$ cat src/hdl/cbsp_pkg.sv
// cbsp_pkg: shared types and constants for the circular brush splat painter
// no dependencies; imported by cbsp_sqrt and the top level
`default_nettype none

package cbsp_pkg;

    localparam int D2_W     = 32;   // squared distance width once inside the brush
    localparam int ROOT_W   = 16;   // distance width, same as the radius
    localparam int RAD_W    = 16;
    localparam int COORD_W  = 17;
    localparam int DIV_QB   = 8;    // quotient bits of every divider
    localparam int SUM_W    = 10;   // r + g + b + power

    localparam logic [2:0] REG_CENTER_X = 3'd0;
    localparam logic [2:0] REG_CENTER_Y = 3'd1;
    localparam logic [2:0] REG_RADIUS   = 3'd2;
    localparam logic [2:0] REG_CHANNEL  = 3'd3;
    localparam logic [2:0] REG_MODE     = 3'd4;

    localparam logic [2:0] CH_NONE    = 3'd4;
    localparam logic       MODE_STAMP = 1'b0;
    localparam logic       MODE_GRAD  = 1'b1;

    typedef struct packed {
        logic            ok;     // texel gets painted if the math allows
        logic            mode;
        logic [1:0]      sel;
        logic            szero;  // gradient divisor is zero
        logic [3:0][7:0] ch;     // original bytes, alpha at index 3
    } side_t;

endpackage

`default_nettype wire

$ cat src/hdl/cbsp_sqrt.sv
// cbsp_sqrt: pipelined integer square root, one result bit per stage
// depends on cbsp_pkg
`default_nettype none

module cbsp_sqrt (
    input  wire logic                        clk,
    input  wire logic                        en,
    input  wire logic [cbsp_pkg::D2_W-1:0]   rad,
    output logic      [cbsp_pkg::ROOT_W-1:0] root
);
    import cbsp_pkg::*;

    logic [D2_W-1:0] v_reg [ROOT_W];
    logic [D2_W-1:0] r_reg [ROOT_W];

    for (genvar k = 0; k < ROOT_W; k++)
    begin : g_stage
        localparam logic [D2_W-1:0] BIT = D2_W'(1) << (2 * (ROOT_W - 1 - k));
        logic [D2_W-1:0] v_in, r_in, v_next, r_next;
        logic [D2_W:0]   trial;

        if (k == 0)
        begin : g_first
            assign v_in = rad;
            assign r_in = '0;
        end
        else
        begin : g_rest
            assign v_in = v_reg[k-1];
            assign r_in = r_reg[k-1];
        end

        always_comb
        begin
            trial = {1'b0, r_in} + {1'b0, BIT};
            if ({1'b0, v_in} >= trial)
            begin
                v_next = v_in - trial[D2_W-1:0];
                r_next = (r_in >> 1) + BIT;
            end
            else
            begin
                v_next = v_in;
                r_next = r_in >> 1;
            end
        end

        always_ff @(posedge clk)
        begin
            if (en)
            begin
                v_reg[k] <= v_next;
                r_reg[k] <= r_next;
            end
        end
    end

    assign root = r_reg[ROOT_W-1][ROOT_W-1:0];

endmodule

`default_nettype wire

$ cat config.mk
export PLATFORM = sky130hd
export DESIGN_NAME = cbsp_sqrt
export DESIGN_NICKNAME = d
export VERILOG_FILES = /design/src/hdl/cbsp_pkg.sv /design/src/hdl/cbsp_sqrt.sv
export SDC_FILE = /design/constraint.sdc
export NUM_CORES = 1
export LEC_CHECK = 0
export ABC_AREA = 0
export BUFFER_PORTS_ARGS = -buffer_cell sky130_fd_sc_hd__buf_2
export CORE_AREA = 3 3 276 278
export CTS_CLUSTER_SIZE = 20
export DETAILED_ROUTE_END_ITERATION = 7
export DIE_AREA = 0 0 279 281
export PLACE_DENSITY_LB_ADDON = 0.25
export SYNTH_ARGS = -nofsm -noshare
export SYNTH_HDL_FRONTEND = slang
export SYNTH_SLANG_ARGS = --single-unit
$ cat constraint.sdc
create_clock -name clk -period 2.5 [get_ports clk]
set_input_delay 0.25 -clock clk [delete_from_list [all_inputs] [get_ports clk]]
set_output_delay 0.25 -clock clk [all_outputs]
set_load 0.1 [all_outputs]
==> Word level (Yosys, flattened, before mapping) <==
Memory sizes are Yosys's and may differ from the RTL's.
Cells that the tools add are included.
{ "op_classes": {"muxes": 34, "addsub": 46, "magnitude_cmp": 16} }
{ "op_table": {"columns": ["cell", "count"], "rows": [
  ["$mux W32", 31],
  ["$ge A32 B33 Y1", 15],
  ["$sub A32 B32 Y32", 15],
  ["$add A32 B1 Y33 const B", 1],
  ["$add A32 B11 Y33 const B", 1],
  ["$add A32 B13 Y33 const B", 1],
  ["$add A32 B15 Y33 const B", 1],
  ["$add A32 B17 Y33 const B", 1],
  ["$add A32 B19 Y33 const B", 1],
  ["$add A32 B21 Y33 const B", 1],
  ["$add A32 B23 Y33 const B", 1],
  ["$add A32 B25 Y33 const B", 1],
  ["$add A32 B27 Y33 const B", 1],
  ["$add A32 B29 Y33 const B", 1],
  ["$add A32 B3 Y33 const B", 1],
  ["$add A32 B5 Y33 const B", 1],
  ["$add A32 B7 Y33 const B", 1],
  ["$add A32 B9 Y33 const B", 1],
  ["$add A31 B1 Y32 const B", 1],
  ["$add A31 B11 Y32 const B", 1],
  ["$add A31 B13 Y32 const B", 1],
  ["$add A31 B15 Y32 const B", 1],
  ["$add A31 B17 Y32 const B", 1],
  ["$add A31 B19 Y32 const B", 1],
  ["other kinds (13)", 14]
]} }
{ "totals": {"word_cells": 98, "register_bits": 0, "memories": 2, "mem_bits_rw": 1024, "out_inout_bits": 16, "in_bits": 34} }
{ "mem_list": {"columns": ["memory", "depth", "word_bits", "read_ports", "rd_clocked_by_memory_dff", "write_ports", "line_no", "text"], "rows": [
  ["r_reg", 16, 32, 16, 0, 16, "cbsp_sqrt.sv:14", "logic [D2_W-1:0] r_reg [ROOT_W];"],
  ["v_reg", 16, 32, 15, 0, 16, "cbsp_sqrt.sv:13", "logic [D2_W-1:0] v_reg [ROOT_W];"]
]} }

==> Logic depth before layout (Yosys ltp) <==
Gate-level depths: netlist (run 1).
An unclocked memory read counts as a cell.
{ "logic_depth": {"depth_word": 4, "depth_mapped": 13, "mapped_depth_nobuf": 10} }

==> Worst setup path before layout (run 1) <==
Ideal clock, no wire load.
{ "synth_timing": {"path_type": "register -> register", "from": "mem v_reg[12][18], in the netlist v_reg[1][146]", "to": "mem v_reg[13][18], in the netlist v_reg[1][178], data pin", "synth_period_minus_slack_ps": 2739, "setup_ps": 256, "path_buffers": 1, "required_ps": 2244, "arrival_ps": 2484, "stages_incl_launch_ff": 10, "slack_ps": -239, "path_cell_list": "edfxtp_1 -> ha_1 -> a2111oi_4 -> nand4_1 -> or4_1 -> a21o_1 -> nor2_2 -> inv_2 -> clkbuf_1 -> a31o_2"} }
{ "synth_rtl": {"columns": ["item", "line_no"], "rows": [
  ["start, declared", "cbsp_sqrt.sv:13"]
]} }

==> impl_metrics.json, run 1 <==
{
  "clockRootBuffer": "clkbuf_16",
  "synth_edf_count": 616,
  "top_layer": "met4",
  "antenna_found_initial": 0,
  "grt_max_degree": 106,
  "routabilityCongestion": 0.935,
  "ys_ff_latch": 616,
  "firstDrtPassIters": 5,
  "finalHoldViolations": 0,
  "fin_util": 0.548,
  "synth_top_family_by_area": "simple AND/OR/NAND/NOR gates",
  "leakagePower_nw": 15.8,
  "final_antenna_net_count": 0,
  "drc": 0,
  "setup-violations-final": 105,
  "clock_path_buffers": 3,
  "grt_pass1_wl_mm": 104,
  "portBuffers": 49,
  "worst_setup_path_start_kind": "flip-flop",
  "synthFlopType": "edfxtp_1",
  "rows": 100,
  "async_flop_share": 0,
  "syn_to_final_growth_pct": 38.3,
  "yosysSeqAreaShare": 0.630,
  "route.met3.wl_mm": 1.90,
  "final.setup_skew_ns": 0.0375,
  "dr_wl_met2_mm": 38.5,
  "fin_crit_sh": 1.13,
  "viasPerCell": 5.09,
  "fill_cells": 5920,
  "drt_iter0_markers": 974,
  "worst_pin_slew_ns": 0.726,
  "maxCapViolations": 0,
  "reg2reg_setup_slack_ns": -0.33,
  "period_minus_slack_ns": 2.83,
  "final_cell_mix": "616 x edfxtp_1, 509 x buf_4, 166 x inv_1",
  "yosys.area_share.xor_xnor": 0.0548,
  "insertion_delay_ns": 0.62,
  "rsz0062_at_grt": "yes",
  "critPathArrivalTime_ns": 3.18,
  "htreeDepth": 3,
  "critPathKind": "reg2reg",
  "ir_drop_uv": 682,
  "cts_buffers": 70,
  "fin_ws_ns": -0.331,
  "dp_hpwl_mm": 47.0,
  "die_x_um": 279,
  "path_max_fanout": 5,
  "cts_tree": "done",
  "fmax_mhz": 353,
  "fin_nets": 3148,
  "ys_top_cells_by_area": "edfxtp_1 63%, ha_1 6.4%, xor2_1 2.8%",
  "yosys-mux-area-fraction": 0.00894,
  "synthCells": 2268,
  "num_vias": 20300,
  "wirelength_mm": 67.9,
  "antenna_cells": 0,
  "synth_top_cell_by_area": "edfxtp_1",
  "post_drt_wl_per_cell_um": 17.0,
  "cp-end-kind": "flip-flop",
  "ioPinCount": 50,
  "cts_sinks": 616,
  "grt_usage": 0.167,
  "synth_top_area_frac": 0.630,
  "required_ns": 2.85,
  "avgSynthCellArea_sq_um": 13.0,
  "dieArea_sq_um": 78400,
  "status": "finished with violations",
  "start_util": 0.396,
  "largest_reg_flops": 480,
  "syn_nets": 2452,
  "maxSlewHeadroom": 0.512,
  "powerDensity_nw_per_um2": 773,
  "syn_area_sq_um": 29400,
  "clk_pin_slew_ns": 0.06,
  "wirelength_met1_mm": 24.5,
  "layout-drive-gt1-share": 0.372,
  "post_synth_num_cell_types": 89,
  "yosysWarnings": 0,
  "tns_ns": -14.24,
  "die_h_um": 281,
  "dp_slack_ns": -0.571,
  "synth_compound_area_frac": 0.0897,
  "grt_pass1_vias": 21000,
  "core_sq_um": 74200,
  "synthAdderAreaFrac": 0.0639,
  "layout_commonest_cell": "edfxtp_1",
  "hp-class": "in2reg",
  "overflow": 0,
  "drv_slew": 0,
  "synth-simple-area-share": 0.124,
  "violations": "setup timing"
}
## cell type report
cell class              instances  area, sq um  share of cell area
multi-input cells            1439        12600               0.309
inverters                     181          684              0.0168
well taps                     969         1210              0.0298
flip-flops and latches        616        18500               0.455
clock inverters                45          537              0.0132
repair buffers                656         5370               0.132
clock buffers                  80         1790              0.0440
## worst paths after layout
kind,cells past startpoint,end,from
setup / recovery,8,v_reg[1][159]$_DFFE_PP_,v_reg[1][104]$_DFFE_PP_
hold / removal,1,r_reg[0][154]$_DFFE_PP_,en
setup reg to reg,8,v_reg[1][159]$_DFFE_PP_,v_reg[1][104]$_DFFE_PP_
hold reg to reg,0,v_reg[1][6]$_DFFE_PP_,v_reg[0][230]$_DFFE_PP_
## metrics by stage
| step | total power [mW] | std cells | hold WS (ns) | instance area (sq um) |
|---|---|---|---|---|
| final | 31.4 | 3986 | 0.0379 | 40600 |
| after global routing | 32.9 | 3986 | 0.00779 | 40600 |
| after CTS | 30.8 | 3917 | 0.00132 | 38700 |
| after detailed placement | 20.0 | 3717 | 0.434 | 34500 |
| after global placement | 19.8 | 3717 | 0.430 | 34500 |
| after floorplan | 17.2 | 2268 | 0.349 | 29600 |
## critical path, cell delays in order (launching register included)
cell	delay (ns)
edfxtp_1	0.42
ha_4	0.29
or4b_4	0.46
or4_4	0.46
o21ai_2	0.12
o211ai_1	0.16
or3_4	0.43
nor3_2	0.14
xor2_1	0.08
## metal layers
| metal | vias up | track usage |
|---|---|---|
| met4 | 0 | 0.0770 |
| met1 | 9809 | 0.166 |
| li1 | 9918 | - |
| met2 | 358 | 0.335 |
| met5 | - | 0 |
| met3 | 187 | 0.0275 |
## cell families after synthesis
family | count (synthesis)
adders and majority gates | 150
buffers and inverters | 214
muxes | 24
AOI/OAI and AO/OA | 404
xor gates and xnor gates | 184
and+or+nand+nor | 676
DFF | 616
## Yosys cell counts (6+ instances only)
cell      instances
nor2b_1          22
o21ai_2           7
mux2i_1           6
or2_2             8
xor2_1           94
clkbuf_1         13
a21oi_1         113
and2_1            8
o31ai_1          18
and4_1            6
and3_1           12
nand4b_1          6
a21o_1           33
mux2_2           18
a211oi_1         16
ha_1            150
nor3b_1           9
buf_2            13
nor4bb_1          7
or4_1            14
o21ai_0          98
nor2_1          131
xnor2_1          90
nor4_1           70
nor3_1           75
nand4_1          24
nand3b_1         10
or3_1            30
nand2_1         147
nand3_1          34
nand2b_1         26
o211ai_1         12
o21a_1           34
edfxtp_1        616
nor4b_1          11
a31oi_1           7
inv_1           180
## timing repair
action | 4_1_cts | 5_1_grt
endpoints found under the hold margin | 32 | 0
gates resized for setup | 217 | 316
hold buffers | 32 | 0
endpoints found under the setup margin | 217 | 222
cloned | 5 | 6
buffers inserted | 42 | 71
pin swaps | 64 | 108
## where the power goes
part           internal [mW]  total (mW)  leakage, nW  switching [mW]
Clock                   5.78        10.1         1.11            4.28
Combinational           3.88        7.58         8.79            3.70
Sequential              12.9        13.8         5.90           0.823
Total                   22.6        31.4         15.8            8.81
Power figures use the tool's default switching activity.
==> run 2, diff against run 1 <==
Settings changed: CORE_AREA 3 3 276 278 to 3 3 232 234, DIE_AREA 0 0 279 281 to 0 0 235 237.
==> impl_metrics.json, run 2 (same netlist as run 1, synthesis figures left out) <==
{
  "status": "finished with violations",
  "violations": "DRC, setup timing",
  "clockRootBuffer": "clkbuf_16",
  "clock_path_buffers": 3,
  "power_mw": 30.4,
  "num_vias": 20800,
  "grt_pass1_wl_mm": 110,
  "insertion_delay_ns": 0.62,
  "place_area_sq_um": 33800,
  "reg2regPathDepth": 8,
  "rows": 84,
  "clockPowerShare": 0.304,
  "routabilityCongestion": 0.880,
  "finalHoldViolations": 0,
  "cts_buffers": 66,
  "final_cell_mix": "616 x edfxtp_1, 449 x buf_4, 157 x inv_1",
  "dp_hpwl_mm": 47.5,
  "hp-class": "in2reg",
  "cp-end-kind": "flip-flop",
  "final_antenna_net_count": 0,
  "holdPathStages": 1,
  "fin_util": 0.755,
  "layout_commonest_cell": "edfxtp_1",
  "power.internal_mw": 21.8,
  "wirelength_mm": 72.0,
  "period_minus_slack_ns": 2.82,
  "ir_drop_uv": 681,
  "combPwrFrac": 0.240,
  "rsz0062_at_grt": "yes",
  "r2r_start": "v_reg[1][104]$_DFFE_PP_",
  "worst_pin_slew_ns": 0.841,
  "maxCapViolations": 0,
  "fin_hold_ws_ns": 0.0560,
  "swShare": 0.284,
  "timing.rr.end": "v_reg[1][159]$_DFFE_PP_",
  "critPathKind": "reg2reg",
  "leakagePower_nw": 15.4,
  "grt_pass1_vias": 21200,
  "drc": 3,
  "worst_setup_path_start_kind": "flip-flop",
  "reg2reg_setup_slack_ns": -0.32,
  "powerDensity_nw_per_um2": 770,
  "crit_buf_inv": 0,
  "core_sq_um": 52200,
  "dieArea_sq_um": 55700,
  "crit_path_top_delay_cell": "or4b_4",
  "layout-drive-gt1-share": 0.359,
  "overflow": 0,
  "maxSlewHeadroom": 0.434,
  "fin_ws_ns": -0.316,
  "switchingPower_mw": 8.61,
  "grt_usage": 0.247,
  "stdcell_area_sq_um": 39400,
  "firstDrtPassIters": 8,
  "clk_pin_slew_ns": 0.05,
  "drv_slew": 0,
  "start_util": 0.563,
  "path_cells": "ha_4 > or4b_4 > or4_4 > o21ai_1 > o211ai_1 > or3_4 > nor3_2 > xor2_1",
  "die_h_um": 237,
  "viasPerCell": 5.73,
  "largest_reg_flops": 480,
  "fmax_mhz": 355,
  "antenna_found_initial": 1,
  "final.setup_skew_ns": 0.0333,
  "setup-violations-final": 112,
  "syn_to_final_growth_pct": 34.3,
  "worst_hold_path.endpoint": "v_reg[0][219]$_DFFE_PP_",
  "slowest_delay_ns": 0.46,
  "portBuffers": 49,
  "path_max_fanout": 5,
  "cp_top_family": "simple AND/OR/NAND/NOR gates",
  "min_from": "en",
  "critPathArrivalTime_ns": 3.16,
  "cts_tree": "done",
  "drt_iter0_markers": 1307,
  "grt_max_degree": 103,
  "ioPinCount": 50,
  "post_drt_wl_per_cell_um": 19.8,
  "pwr-share-seq": 0.456,
  "fin_crit_sh": 1.13,
  "fin_nets": 3078,
  "cts_sinks": 616,
  "htreeDepth": 3,
  "required_ns": 2.84,
  "die_x_um": 235
}
-- run 2: cell types whose count changed in the layout (fill, tap and decap cells not counted), moves of 8 or more --
cell	before	now
buf_4	509	449
inv_2	13	23
buf_6	40	28
nor2_2	21	13
nor3_4	10	20
inv_1	166	157
-- run 2: repair_timing --
item / in CTS / in global routing
buffers inserted: 50 / 58
pin swaps: 75 / 142
gates cloned: 8 / 4
hold endpoints to repair: 31 / 0
resized for setup: 254 / 280
hold buffers: 31 / 0
setup endpoints to repair: 205 / 223
-- run 2: final cells by class --
cell class / count / area, sq um
antenna: 1 / 2.50
clock buffer: 76 / 1690
clock inverter: 38 / 383
fill: 3059 / 12800
inverter: 181 / 682
multi-input combinational: 1438 / 12400
sequential: 616 / 18500
tap: 688 / 861
timing repair buffer: 591 / 4910
-- run 2: power by group through the flow --
stage               combinational [mW]  sequential, mW  clock [mW]
finish                            7.30            13.8        9.23
global route                      7.91            13.9        9.85
CTS                               6.48            13.8        9.39
detailed placement                5.92            14.0           0
global placement                  5.75            13.9           0
floorplan                         3.38            13.8           0
-- run 2: metal layers --
metal,up-vias,routed length [um],GRT usage
met2,572,39800,0.472
met3,194,2790,0.0331
met4,0,2790,0.103
met1,10200,26600,0.277
li1,9790,-,-
met5,-,0,0
-- run 2: stage by stage --
step	setup slack, ns	instances	setup TNS, ns
floorplan	-0.174	2268	-1.48
global placement	-0.448	3377	-26.34
detailed placement	-0.424	3377	-34.61
CTS	-0.275	3576	-14.53
global route	-0.404	3629	-26.28
finish	-0.316	3629	-15.48
-- run 2: worst max-delay path by stage --
stage	start	endpoint	depth (start not counted)
after CTS	v_reg[1][146]$_DFFE_PP_	v_reg[1][188]$_DFFE_PP_	10
final	v_reg[1][104]$_DFFE_PP_	v_reg[1][159]$_DFFE_PP_	8
after global routing	r_reg[1][139]$_DFFE_PP_	v_reg[1][184]$_DFFE_PP_	11
after global placement	r_reg[0][152]$_DFFE_PP_	v_reg[0][183]$_DFFE_PP_	9
after floorplan	v_reg[1][104]$_DFFE_PP_	v_reg[1][153]$_DFFE_PP_	9
after detailed placement	v_reg[1][45]$_DFFE_PP_	v_reg[1][94]$_DFFE_PP_	8
