### src/hdl/cbsp_div.sv
// cbsp_div: pipelined restoring divider, one quotient bit per stage
// flags a quotient that does not fit; depends on nothing
`default_nettype none

module cbsp_div #(
    parameter int NUM_W = 16,
    parameter int DEN_W = 10,
    parameter int Q_W   = 8
) (
    input  wire logic             clk,
    input  wire logic             en,
    input  wire logic [NUM_W-1:0] num,
    input  wire logic [DEN_W-1:0] den,
    output logic      [Q_W-1:0]   quo,
    output logic                  ovf
);
    localparam int CW = (NUM_W > DEN_W + Q_W) ? NUM_W : DEN_W + Q_W;

    logic [CW-1:0]    rem_reg [Q_W+1];
    logic [DEN_W-1:0] den_reg [Q_W+1];
    logic [Q_W-1:0]   q_reg   [Q_W+1];
    logic             ovf_reg [Q_W+1];

    // first stage: overflow test against den * 2^Q_W
    always_ff @(posedge clk)
    begin
        if (en)
        begin
            rem_reg[0] <= CW'(num);
            den_reg[0] <= den;
            q_reg[0]   <= '0;
            ovf_reg[0] <= (CW'(num) >= (CW'(den) << Q_W));
        end
    end

    for (genvar j = 0; j < Q_W; j++)
    begin : g_stage
        localparam int SH = Q_W - 1 - j;
        logic [CW-1:0] sub;
        logic          take;

        assign sub  = CW'(den_reg[j]) << SH;
        assign take = rem_reg[j] >= sub;

        always_ff @(posedge clk)
        begin
            if (en)
            begin
                rem_reg[j+1] <= take ? rem_reg[j] - sub : rem_reg[j];
                den_reg[j+1] <= den_reg[j];
                q_reg[j+1]   <= q_reg[j] | (take ? (Q_W'(1) << SH) : '0);
                ovf_reg[j+1] <= ovf_reg[j];
            end
        end
    end

    assign quo = q_reg[Q_W];
    assign ovf = ovf_reg[Q_W];

endmodule

`default_nettype wire

### config.mk
export PLATFORM = sky130hd
export DESIGN_NAME = cbsp_div
export DESIGN_NICKNAME = d
export VERILOG_FILES = /design/src/hdl/cbsp_div.sv
export SDC_FILE = /design/constraint.sdc
export NUM_CORES = 1
export LEC_CHECK = 0
export BUFFER_PORTS_ARGS = -buffer_cell sky130_fd_sc_hd__buf_2
export CORE_MARGIN = 5
export CORE_UTILIZATION = 45
export DETAILED_ROUTE_END_ITERATION = 8
export GPL_TIMING_DRIVEN = 0
export SLEW_MARGIN = 20
export SYNTH_ARGS = -nofsm -noshare
export SYNTH_HDL_FRONTEND = slang
export SYNTH_SLANG_ARGS = --single-unit
### constraint.sdc
create_clock -name clk -period 3.56 [get_ports clk]
set_input_delay 0 -clock clk [delete_from_list [all_inputs] [get_ports clk]]
set_output_delay 0 -clock clk [all_outputs]
set_load 0.02 [all_outputs]
* Word level (Yosys, flattened, before mapping)
Memory sizes are Yosys's and may differ from the RTL's.
Cells that the tools add are included.
** Storage, ports and cells
- Bits in registers :: 0
- Bits in latches :: 0
- RAM bits :: 333
- ROM bits :: 0
- Input bits :: 28
- Output and inout port bits :: 9
- Logic and storage cells :: 47
- Memories :: 4
** Memories
- rem_reg :: depth 9, bits a word 18, read ports 8, clocked after Yosys merged registers in 0, write ports 9, RTL line 19 : logic [CW-1:0] rem_reg [Q_W+1];
- den_reg :: depth 9, bits a word 10, read ports 8, clocked after Yosys merged registers in 0, write ports 9, RTL line 20 : logic [DEN_W-1:0] den_reg [Q_W+1];
- q_reg :: depth 9, bits a word 8, read ports 9, clocked after Yosys merged registers in 0, write ports 9, RTL line 21 : logic [Q_W-1:0] q_reg [Q_W+1];
- ovf_reg :: depth 9, bits a word 1, read ports 9, clocked after Yosys merged registers in 0, write ports 9, RTL line 22 : logic ovf_reg [Q_W+1];
** Operators by class
- Add/sub/neg operators :: 8
- Multiply operators :: 0
- Divide/modulo/power cells :: 0
- $lt $le $gt $ge :: 9
- Equality and inequality tests :: 0
- Shift operators :: 0
- Muxes and demuxes :: 18
- Bitwise gates (word level) :: 8
- Reduce and logical (&&, ||, !) cells :: 0
** Operators by type and width (number)
- $mux W18 :: 8
- $ge A16 B18 Y1 :: 1
- $ge A18 B10 Y1 :: 1
- $ge A18 B11 Y1 :: 1
- $ge A18 B12 Y1 :: 1
- $ge A18 B13 Y1 :: 1
- $ge A18 B14 Y1 :: 1
- $ge A18 B15 Y1 :: 1
- $ge A18 B16 Y1 :: 1
- $ge A18 B17 Y1 :: 1
- $sub A18 B10 Y18 :: 1
- $sub A18 B11 Y18 :: 1
- $sub A18 B12 Y18 :: 1
- $sub A18 B13 Y18 :: 1
- $sub A18 B14 Y18 :: 1
- $sub A18 B15 Y18 :: 1
- $sub A18 B16 Y18 :: 1
- $sub A18 B17 Y18 :: 1
- $mux W8 :: 1
- $or A8 B1 Y8 :: 1
- $or A8 B2 Y8 :: 1
- $or A8 B3 Y8 :: 1
- $or A8 B4 Y8 :: 1
- $or A8 B5 Y8 :: 1
- 10 further kinds :: 12

* Logic depth before layout (Yosys ltp)
Gate-level depths: netlist of run 1.
An unclocked memory read counts as a cell.
- Depth after elaboration :: 4
- Gate-level depth with buffers :: 11
- Depth with buffers taken out :: 10

* Worst setup path before layout of run 1
OpenSTA, ideal clock, no wires.
- Path type :: reg2reg
- From :: memory rem_reg[0][75] (netlist name)
- To :: memory rem_reg[0][105] (netlist name), data pin
- Arrival time :: 2419 ps
- Path slack :: 862 ps
- Cell stages (with the launch flop) :: 11
- Buffers on the path :: 0
- Period minus slack after synthesis :: 2698 ps
- Cells stage by stage :: edfxtp_1 -> inv_1 -> ha_1 -> inv_1 -> fa_1 -> a211oi_2 -> nor2_1 -> o31a_1 -> o31a_1 -> a2111oi_0 -> xor2_1
** RTL lines (RTL line)
- from (decl) :: 19

==> reports/metrics.yaml, run 1 <==
status: "completed"
post-place-ws_ps: 459
worstMarginPinSlew_ps: 820
rr_worst_depth: 10
dp_cells: 1465
grt_max_degree: 99
cpPeakStageDelay_ps: 610
p_int_mw: 7.36
stdcell_count: 1548
initial_utilization: 0.456
cts_root_buf: "clkbuf_16"
core_area_um2: 29600
synth_ff_type: "edfxtp_1"
synthesis.area_um2: 13500
setup_violations: 0
crit_family: "compound AO/OA/AOI/OAI gates"
hold_path_depth: 2
post-route-min-period_ps: 3130
hold_violations: 0
cts-buffers-inserted: 30
required_ps: 3820
layout.nets: 1256
synth_cell_types: 63
synth.top_cell.area_share: 0.594
gp_congestion: 0.897
die_h_um: 183
power_mw: 10.2
antenna_found_initial: 0
rows: 63
max_freq_ghz: 0.319
multi_input_area_um2: 4960
irDropWorstVdd_mv: 0.406
worst-path-stages: 10
num-fill-cells: 2529
synth.most_common_cell: "edfxtp_1"
ys_seq_area_frac: 0.594
path_cells: "inv_1 > ha_1 > inv_1 > fa_1 > a211oi_2 > nor2_1 > o31a_1 > o31a_1 > a2111oi_0 > xor2_1"
rsz0062_at_grt: "no"
cp_num_buf_inv: 2
ant_nets: 0
maxSlewViolCount: 0
drc: 0
cp_max_fo: 3
grt_pass1_vias: 8700
yosysTopAreaCell: "edfxtp_1"
ys_ff_latch: 267
area.sequential_um2: 8020
synth_commonest_cells: "267 x edfxtp_1, 106 x inv_1, 87 x ha_1"
post_cts_resized: 0
clk-insertion-delay-late_ps: 540
crit_path_start_kind: "register"
hp-class: "in -> reg"
relSlewSlack: 0.448
async_flop_share: 0
endpoint_kind: "register"
path_clk_slew_ps: 60
synth.area.top_cells: "edfxtp_1 59%, ha_1 8.1%, mux2_2 4.1%"
die-area_um2: 33600
power_density_nw_per_um2: 656
synth_cells: 1037
pwr-share-seq: 0.432
gr-usage-all-layers: 0.143
layout_setup_ws_ps: 427
cts_max_level: 1
largest_reg_flops: 142
drt_iter0_markers: 353
pwr-share-comb: 0.251
maxCapViolCount: 0
yosys_warnings: 0
dpl.hpwl_mm: 17.3
clk_path_buf_depth: 3
dr.pass1.iters: 4
avgSynthCellArea_um2: 13.0
synth_fp_nets: 1159
skew_ps: 8.93
num_vias: 8121
cts.sinks: 267
slowest_stage: "a2111oi_0"
syn2layout_area_growth_pct: 15.2
io_buffers: 36
crit_type: "reg -> reg"
swShare: 0.279
ios: 37
wire_per_inst_um: 15.4
viasPerCell: 5.25
grt_pass1_wl_mm: 39.8
finalCritPeriodShare: 0.880
cellLeakagePower_nw: 6.03
cts_tree: "done"
p_sw_mw: 2.85
dieWidth_um: 183
n_antenna_cell: 0
holdWs_ps: 181
critPathArrivalTime_ps: 3400
synth_edf_count: 267
routed_wl_mm: 23.8
grt_overflow_total: 0
clockPowerShare: 0.316
drive_above_1_share: 0.153
worst paths after layout:
kind,from,endpoint,slack [ps]
worst min-delay path,num[4],rem_reg[0][4],180
worst max-delay path,rem_reg[0][75],rem_reg[0][105],430
worst max register to register,rem_reg[0][75],rem_reg[0][105],430
worst min register to register,q_reg[0][60],q_reg[0][68],410
power groups by stage:
stage / Combinational [mW] / Clock, mW / Sequential (mW)
3_5_place_dp: 2.53 / 0 / 4.47
4_1_cts: 2.57 / 3.30 / 4.41
3_3_place_gp: 2.47 / 0 / 4.49
5_1_grt: 2.89 / 3.43 / 4.47
2_1_floorplan: 2.00 / 0 / 4.38
6_report: 2.57 / 3.23 / 4.41
area by class of cell:
class,count,share of cell area
buffer,19,0.00836
inverter,106,0.0256
clock buffer,33,0.0503
multi-input combinational,645,0.319
tap,390,0.0314
clock inverter,23,0.0174
timing repair buffer,65,0.0331
sequential,267,0.515
routing by layer:
| layer | up-vias | global-route usage | routed length (um) |
|---|---|---|---|
| li1 | 4070 | - | - |
| met1 | 3815 | 0.135 | 8420 |
| met2 | 148 | 0.282 | 12900 |
| met3 | 88 | 0.0204 | 687 |
| met4 | 0 | 0.0942 | 1800 |
| met5 | - | 0 | 0 |
cell families (layout without fill, tap and decap cells):
family / Yosys count / after routing / share of synthesized area
AOI/OAI and AO/OA: 209 / 209 / 0.105
and+or+nand+nor: 225 / 225 / 0.0854
buffers and inverters: 125 / 246 / 0.0391
xor gates and xnor gates: 57 / 57 / 0.0370
muxes: 60 / 60 / 0.0494
adders and majority gates: 94 / 94 / 0.0910
DFF: 267 / 267 / 0.594
cells in the final DEF (no fill, tap or decap), types with 19 or more instances in the layout:
cell           synthesis  layout
edfxtp_1             267     267
nor2_1                46      46
o21ai_0               52      52
buf_2                  5      40
a21o_1                19      19
ha_1                  87      87
xor2_1                27      27
a21oi_1               53      53
nor3_1                22      22
clkbuf_16              0      31
xnor2_1               30      30
mux2_2                49      49
nand2_1               49      49
inv_1                106     106
nand3_1               19      19
dlygate4sd3_1          0      27
worst reg2reg max path, cell delays in order (launching register included):
cell,delay (ps)
edfxtp_1,410
inv_1,80
ha_1,160
inv_1,60
fa_1,440
a211oi_2,240
nor2_1,100
o31a_1,290
o31a_1,340
a2111oi_0,610
xor2_1,140
timing repair:
action,CTS,global route
hold buffers,27,0
endpoints found under the hold margin,70,0
buffers inserted,0,0
endpoints found under the setup margin,0,0
metrics by stage:
step | cell area (um2) | TNS (ps) | util
after floorplan | 13500 | 0 | -
after global placement | 14200 | -281130 | 0.478
after detailed placement | 14200 | 0 | 0.480
after CTS | 15600 | 0 | 0.525
after global routing | 15600 | 0 | 0.525
final | 15600 | 0 | 0.525
No activity file was read; power rests on OpenSTA's default activity.
==> inputs of run 2 (changes only) <==
--- a/config.mk
+++ b/config.mk
@@ -9,7 +9,6 @@
 export CORE_MARGIN = 5
 export CORE_UTILIZATION = 45
 export DETAILED_ROUTE_END_ITERATION = 8
-export GPL_TIMING_DRIVEN = 0
 export SLEW_MARGIN = 20
 export SYNTH_ARGS = -nofsm -noshare
 export SYNTH_HDL_FRONTEND = slang
==> run 2 against run 1 <==
Against the previous run:
- final cell count fell by 0.39%
- fmax rose by 3.2%
- non-clock buffer count fell by 6
- final area fell by 0.28%
- critical path depth did not move
==> reports/metrics.yaml, run 2 (synthesis results as in run 1) <==
status: "completed"
grt_overflow_total: 0  # unchanged
dieWidth_um: 183  # unchanged
stdcell_count: 1542  # -0.39%
clk_path_buf_depth: 3  # unchanged
tns_ps: 0  # unchanged
grt_pass1_wl_mm: 40.6  # +2.0%
gp_congestion: 0.887  # -1.1%
final_cell_mix: "267 x edfxtp_1, 106 x inv_1, 87 x ha_1, 53 x a21oi_1, 52 x o21ai_0"
reg2reg_slack_ps: 520  # +100 ps
p_int_mw: 7.38  # +0.32%
routed_wl_mm: 24.6  # +3.6%
n_antenna_cell: 0  # unchanged
pwr-share-seq: 0.432  # about the same
grt_max_degree: 104  # +5.1%
grt_pass1_vias: 8569  # -1.5%
core_area_um2: 29600  # unchanged
slowest_stage: "a2111oi_0"
ant_nets: 0  # unchanged
hp-start: "num[3]"
layout.nets: 1250  # -0.48%
crit_family: "compound AO/OA/AOI/OAI gates"
post-place-ws_ps: 511  # +51.8 ps
path_clk_slew_ps: 60  # about the same
dpl_cell_area_um2: 14200  # -0.33%
cts.sinks: 267  # unchanged
hold_path_depth: 2  # unchanged
cts_tree: "done"
finalCritPeriodShare: 0.853  # -0.0273
hold_violations: 0  # unchanged
drt_iter0_markers: 353  # unchanged
ios: 37  # unchanged
num_vias: 8163  # +0.52%
cts_root_buf: "clkbuf_16"
crit_path_start_kind: "register"
worstMarginPinSlew_ps: 784  # -35.8 ps
irDropWorstVdd_mv: 0.395  # -2.5%
maxSlewViolCount: 0  # unchanged
setup_violations: 0  # unchanged
mostFrequentLayoutCell: "edfxtp_1"
drive_above_1_share: 0.149  # -0.00354
gr-usage-all-layers: 0.147  # +0.00441
rsz0062_at_grt: "no"
max_freq_ghz: 0.329  # +3.2%
dpl.hpwl_mm: 18.0  # +4.2%
skew_ps: 7.77  # -1.16 ps
endpoint_kind: "register"
dr.pass1.iters: 4  # unchanged
fin_area_um2: 15500  # -0.28%
die-area_um2: 33600  # unchanged
p_sw_mw: 2.88  # +1.1%
dp_cells: 1459  # -0.41%
pwr-share-comb: 0.253  # +0.002
post-route-min-period_ps: 3040  # -97.3 ps
drc: 0  # unchanged
reg2reg_to: "rem_reg[0][105]"
final_core_util: 0.524  # -0.00148
antenna_found_initial: 0  # unchanged
rows: 63  # unchanged
clk-insertion-delay-late_ps: 540  # about the same
viasPerCell: 5.29  # +0.91%
io_buffers: 36  # unchanged
initial_utilization: 0.456  # unchanged
path_cells: "inv_1 > ha_1 > inv_1 > fa_1 > a211oi_2 > nor2_1 > o31a_1 > o31a_1 > a2111oi_0 > xor2_1"
required_ps: 3830  # about the same
postCtsSetupBuffers: 0  # unchanged
power_density_nw_per_um2: 661  # +0.81%
cp_num_buf_inv: 2  # unchanged
die_h_um: 183  # unchanged
wire_per_inst_um: 16.0  # +4.0%
cts_max_level: 1  # unchanged
swShare: 0.281  # +0.00146
layout_setup_ws_ps: 524  # +97.3 ps
cp_max_fo: 3  # unchanged
hp-class: "in -> reg"
cellLeakagePower_nw: 6.00  # -0.47%
whs_endpoint: "rem_reg[0][3]"
syn2layout_area_growth_pct: 14.9
largest_reg_flops: 142  # unchanged
critPathArrivalTime_ps: 3300  # -100 ps
post_cts_resized: 0  # unchanged
maxCapViolCount: 0  # unchanged
relSlewSlack: 0.477  # +0.0289
cts-buffers-inserted: 30  # unchanged
r2r_start: "rem_reg[0][75]"
cpPeakStageDelay_ps: 510  # -100 ps
rr_worst_depth: 10  # unchanged
cts-hold-fix-buffers: 26  # -3.7%
crit_type: "reg -> reg"
clockPowerShare: 0.316  # about the same
-- run 2: cell types whose count changed in the layout (fill, tap and decap cells not counted), moves of 2 or more --
cell and change:
buf_12 +2, clkinv_4 +2, buf_2 -5, buf_16 -2
-- run 2: power groups by stage --
stage / clock network [mW] / registers [mW] / logic, mW
final: 3.24 / 4.43 / 2.59
after global routing: 3.47 / 4.48 / 2.91
after CTS: 3.32 / 4.43 / 2.60
after detailed placement: 0 / 4.49 / 2.56
after global placement: 0 / 4.49 / 2.51
after floorplan: 0 / 4.38 / 2.00
-- run 2: worst max-delay path by stage --
stage / slack (ps) / start / cells after the start / endpoint
finish: 520 / rem_reg[0][75] / 10 / rem_reg[0][105]
global placement: 550 / rem_reg[0][75] / 10 / rem_reg[0][105]
floorplan: 860 / rem_reg[0][75] / 10 / rem_reg[0][105]
global route: 330 / rem_reg[0][75] / 10 / rem_reg[0][105]
CTS: 490 / rem_reg[0][75] / 10 / rem_reg[0][105]
detailed placement: 510 / rem_reg[0][75] / 10 / rem_reg[0][105]
-- run 2: through the flow --
step	hold WS, ps	power (mW)
after floorplan	98.9	6.38
after global placement	191	7.00
after detailed placement	193	7.05
after CTS	19.8	10.3
after global routing	158	10.9
final	172	10.3
-- run 2: routing by layer --
layer,track usage,share of wire
met5,0,0
met4,0.0760,0.056
met3,0.0234,0.032
met1,0.146,0.36
met2,0.292,0.56
-- run 2: final cells by class --
type	instances	area, um2
Fill cell	2527	14100
Sequential cell	267	8020
Multi-Input combinational cell	645	4960
Clock buffer	33	783
Timing Repair Buffer	78	598
Tap cell	390	488
Inverter	106	398
Clock inverter	23	275
==> inputs of run 3 (changes only) <==
--- a/config.mk
+++ b/config.mk
@@ -7,7 +7,7 @@
 export LEC_CHECK = 0
 export BUFFER_PORTS_ARGS = -buffer_cell sky130_fd_sc_hd__buf_2
 export CORE_MARGIN = 5
-export CORE_UTILIZATION = 45
+export CORE_UTILIZATION = 30
 export DETAILED_ROUTE_END_ITERATION = 8
 export SLEW_MARGIN = 20
 export SYNTH_ARGS = -nofsm -noshare
==> run 3 against run 2 <==
Against the previous run:
- flip-flop and latch count did not move
- sequential power barely moved
- setup slack got worse by 11 ps
- fmax fell by 0.35%
- routed wire length fell by 1.4%
- critical path depth fell by 3
- clock-buffer cell count did not move
- first-iteration DRC count rose by 50%
- final area barely moved
- critical endpoint is now rem_reg[0][79]
- largest cell class unchanged
==> reports/metrics.yaml, run 3 (synthesis results as in run 1) <==
clk_path_buf_depth: 3  # unchanged
cts_max_level: 1  # unchanged
post_cts_resized: 0  # unchanged
gr-usage-all-layers: 0.0974  # -0.0499
mostFrequentLayoutCell: "edfxtp_1"
critPathArrivalTime_ps: 3330  # +30 ps
cts.sinks: 267  # unchanged
clockPowerShare: 0.284  # -0.032
cts_root_buf: "clkbuf_16"
dieWidth_um: 222  # +21%
cts-hold-fix-buffers: 27  # +3.8%
startpoint: "rem_reg[0][61]"
cp_max_fo: 11  # +8
grt_overflow_total: 0  # unchanged
maxSlewViolCount: 0  # unchanged
num_vias: 7984  # -2.2%
swShare: 0.287  # +0.00634
layout.nets: 1243  # -0.56%
met1Wirelength_mm: 10.3  # +17%
rr_worst_depth: 7  # -3
die_h_um: 222  # +21%
hold_violations: 0  # unchanged
final_cell_mix: "267 x edfxtp_1, 106 x inv_1, 87 x ha_1, 53 x a21oi_1, 52 x o21ai_0"
max_freq_ghz: 0.328  # -0.35%
top_layer_used: "met4"
antenna_found_initial: 0  # unchanged
cts-buffers-inserted: 28  # -6.7%
dp_cells: 1656  # +14%
post-route-min-period_ps: 3050  # +10.8 ps
ant_nets: 0  # unchanged
reg2reg_to: "rem_reg[0][79]"
dr.pass1.iters: 6  # +2
clk-insertion-delay-late_ps: 550  # about the same
fin_area_um2: 15500  # about the same
wire_per_inst_um: 14.0  # -12%
dpl.hpwl_mm: 17.4  # -3.6%
final_core_util: 0.349  # -0.174
drc: 0  # unchanged
power_density_nw_per_um2: 628  # -5.0%
hp-class: "in -> reg"
core_area_um2: 44400  # +50%
routed_wl_mm: 24.3  # -1.4%
n_antenna_cell: 0  # unchanged
p_int_mw: 6.95  # -5.9%
grt_max_degree: 103  # -0.96%
status: "completed"
multi_input_area_um2: 4960  # unchanged
irDropWorstVdd_mv: 0.385  # -2.7%
crit_type: "reg -> reg"
pwr-share-seq: 0.454  # +0.022
p_sw_mw: 2.79  # -2.9%
hp-start: "num[8]"
stdcell_count: 1730  # +12%
crit_path_start_kind: "register"
viasPerCell: 4.62  # -13%
met3_length_um: 824  # +3.1%
pwr-share-comb: 0.262  # +0.009
area.sequential_um2: 8020  # unchanged
setup_violations: 0  # unchanged
rows: 77  # +22%
worstMarginPinSlew_ps: 784  # -0.0657 ps
tns_ps: 0  # unchanged
hold_path_depth: 2  # unchanged
relSlewSlack: 0.477  # about the same
endpoint_kind: "register"
num-fill-cells: 4283  # +69%
finalCritPeriodShare: 0.856  # +0.00303
initial_utilization: 0.304  # -0.152
met2_length_mm: 12.3  # -10%
grt_pass1_wl_mm: 40.3  # -0.53%
die-area_um2: 49400  # +47%
cts_tree: "done"
r2r_start: "rem_reg[0][61]"
postCtsSetupBuffers: 0  # unchanged
cellLeakagePower_nw: 5.89  # -1.9%
syn2layout_area_growth_pct: 14.9  # about the same
required_ps: 3840  # about the same
whs_endpoint: "rem_reg[0][8]"
dpl_cell_area_um2: 14400  # +1.4%
drive_above_1_share: 0.139  # -0.0105
gp_congestion: 0.792  # -11%
largest_reg_flops: 142  # unchanged
drt_iter0_markers: 528  # +50%
path_clk_slew_ps: 60  # about the same
skew_ps: 16.3  # +8.51 ps
grt_pass1_vias: 8226  # -4.0%
maxCapViolCount: 0  # unchanged
rsz0062_at_grt: "no"
holdWs_ps: 175  # +2.88 ps
io_buffers: 36  # unchanged
ios: 37  # unchanged
reg2reg_slack_ps: 510  # about the same
## run 3: cell types whose count changed in the layout (fill, tap and decap cells not counted)
| cell | delta |
|---|---|
| buf_4 | -4 |
| bufinv_16 | -4 |
| clkinv_4 | -3 |
| clkbuf_1 | +2 |
| clkbuf_16 | -2 |
| clkinv_1 | -2 |
| clkinv_2 | +2 |
| clkinvlp_4 | -2 |
| buf_12 | -1 |
## run 3: worst max-delay path by stage
| stage | to | depth (start not counted) | slack, ps |
|---|---|---|---|
| after detailed placement | rem_reg[0][79] | 7 | 510 |
| after CTS | rem_reg[0][79] | 7 | 490 |
| after global routing | rem_reg[0][79] | 8 | 340 |
| final | rem_reg[0][79] | 7 | 510 |
| after floorplan | rem_reg[0][105] | 10 | 860 |
| after global placement | rem_reg[0][79] | 7 | 590 |
## run 3: power groups by stage
stage | registers [mW] | clock network [mW] | logic, mW
CTS | 4.43 | 2.86 | 2.55
detailed placement | 4.49 | 0 | 2.51
floorplan | 4.38 | 0 | 2.00
global placement | 4.50 | 0 | 2.46
global route | 4.48 | 3.01 | 2.86
finish | 4.43 | 2.77 | 2.55
## run 3: stage by stage
step	worst slack (ps)	power, mW
floorplan	862	6.38
global placement	587	6.95
detailed placement	511	7.00
CTS	493	9.85
global route	343	10.4
finish	514	9.74
## run 3: layout make-up
class                      instances  share of cell area
clock buffer                      33              0.0477
clock inverter                    14             0.00750
inverter                         106              0.0256
multi-input combinational        645               0.320
sequential                       267               0.517
tap                              592              0.0477
timing repair buffer              73              0.0353
## run 3: metal layers
metal	up-vias	GRT usage
met2	140	0.179
met5	-	0
met1	3748	0.114
met4	0	0.0334
li1	4034	-
met3	62	0.0187
## run 3: worst max-delay path, stage by stage, from the launching register on
cell and delay (ps):
edfxtp_1 420, ha_1 380, nand4_1 140, or4_1 500, o41ai_2 390, nor2_1 150, nand2_1 420, mux2_2 400
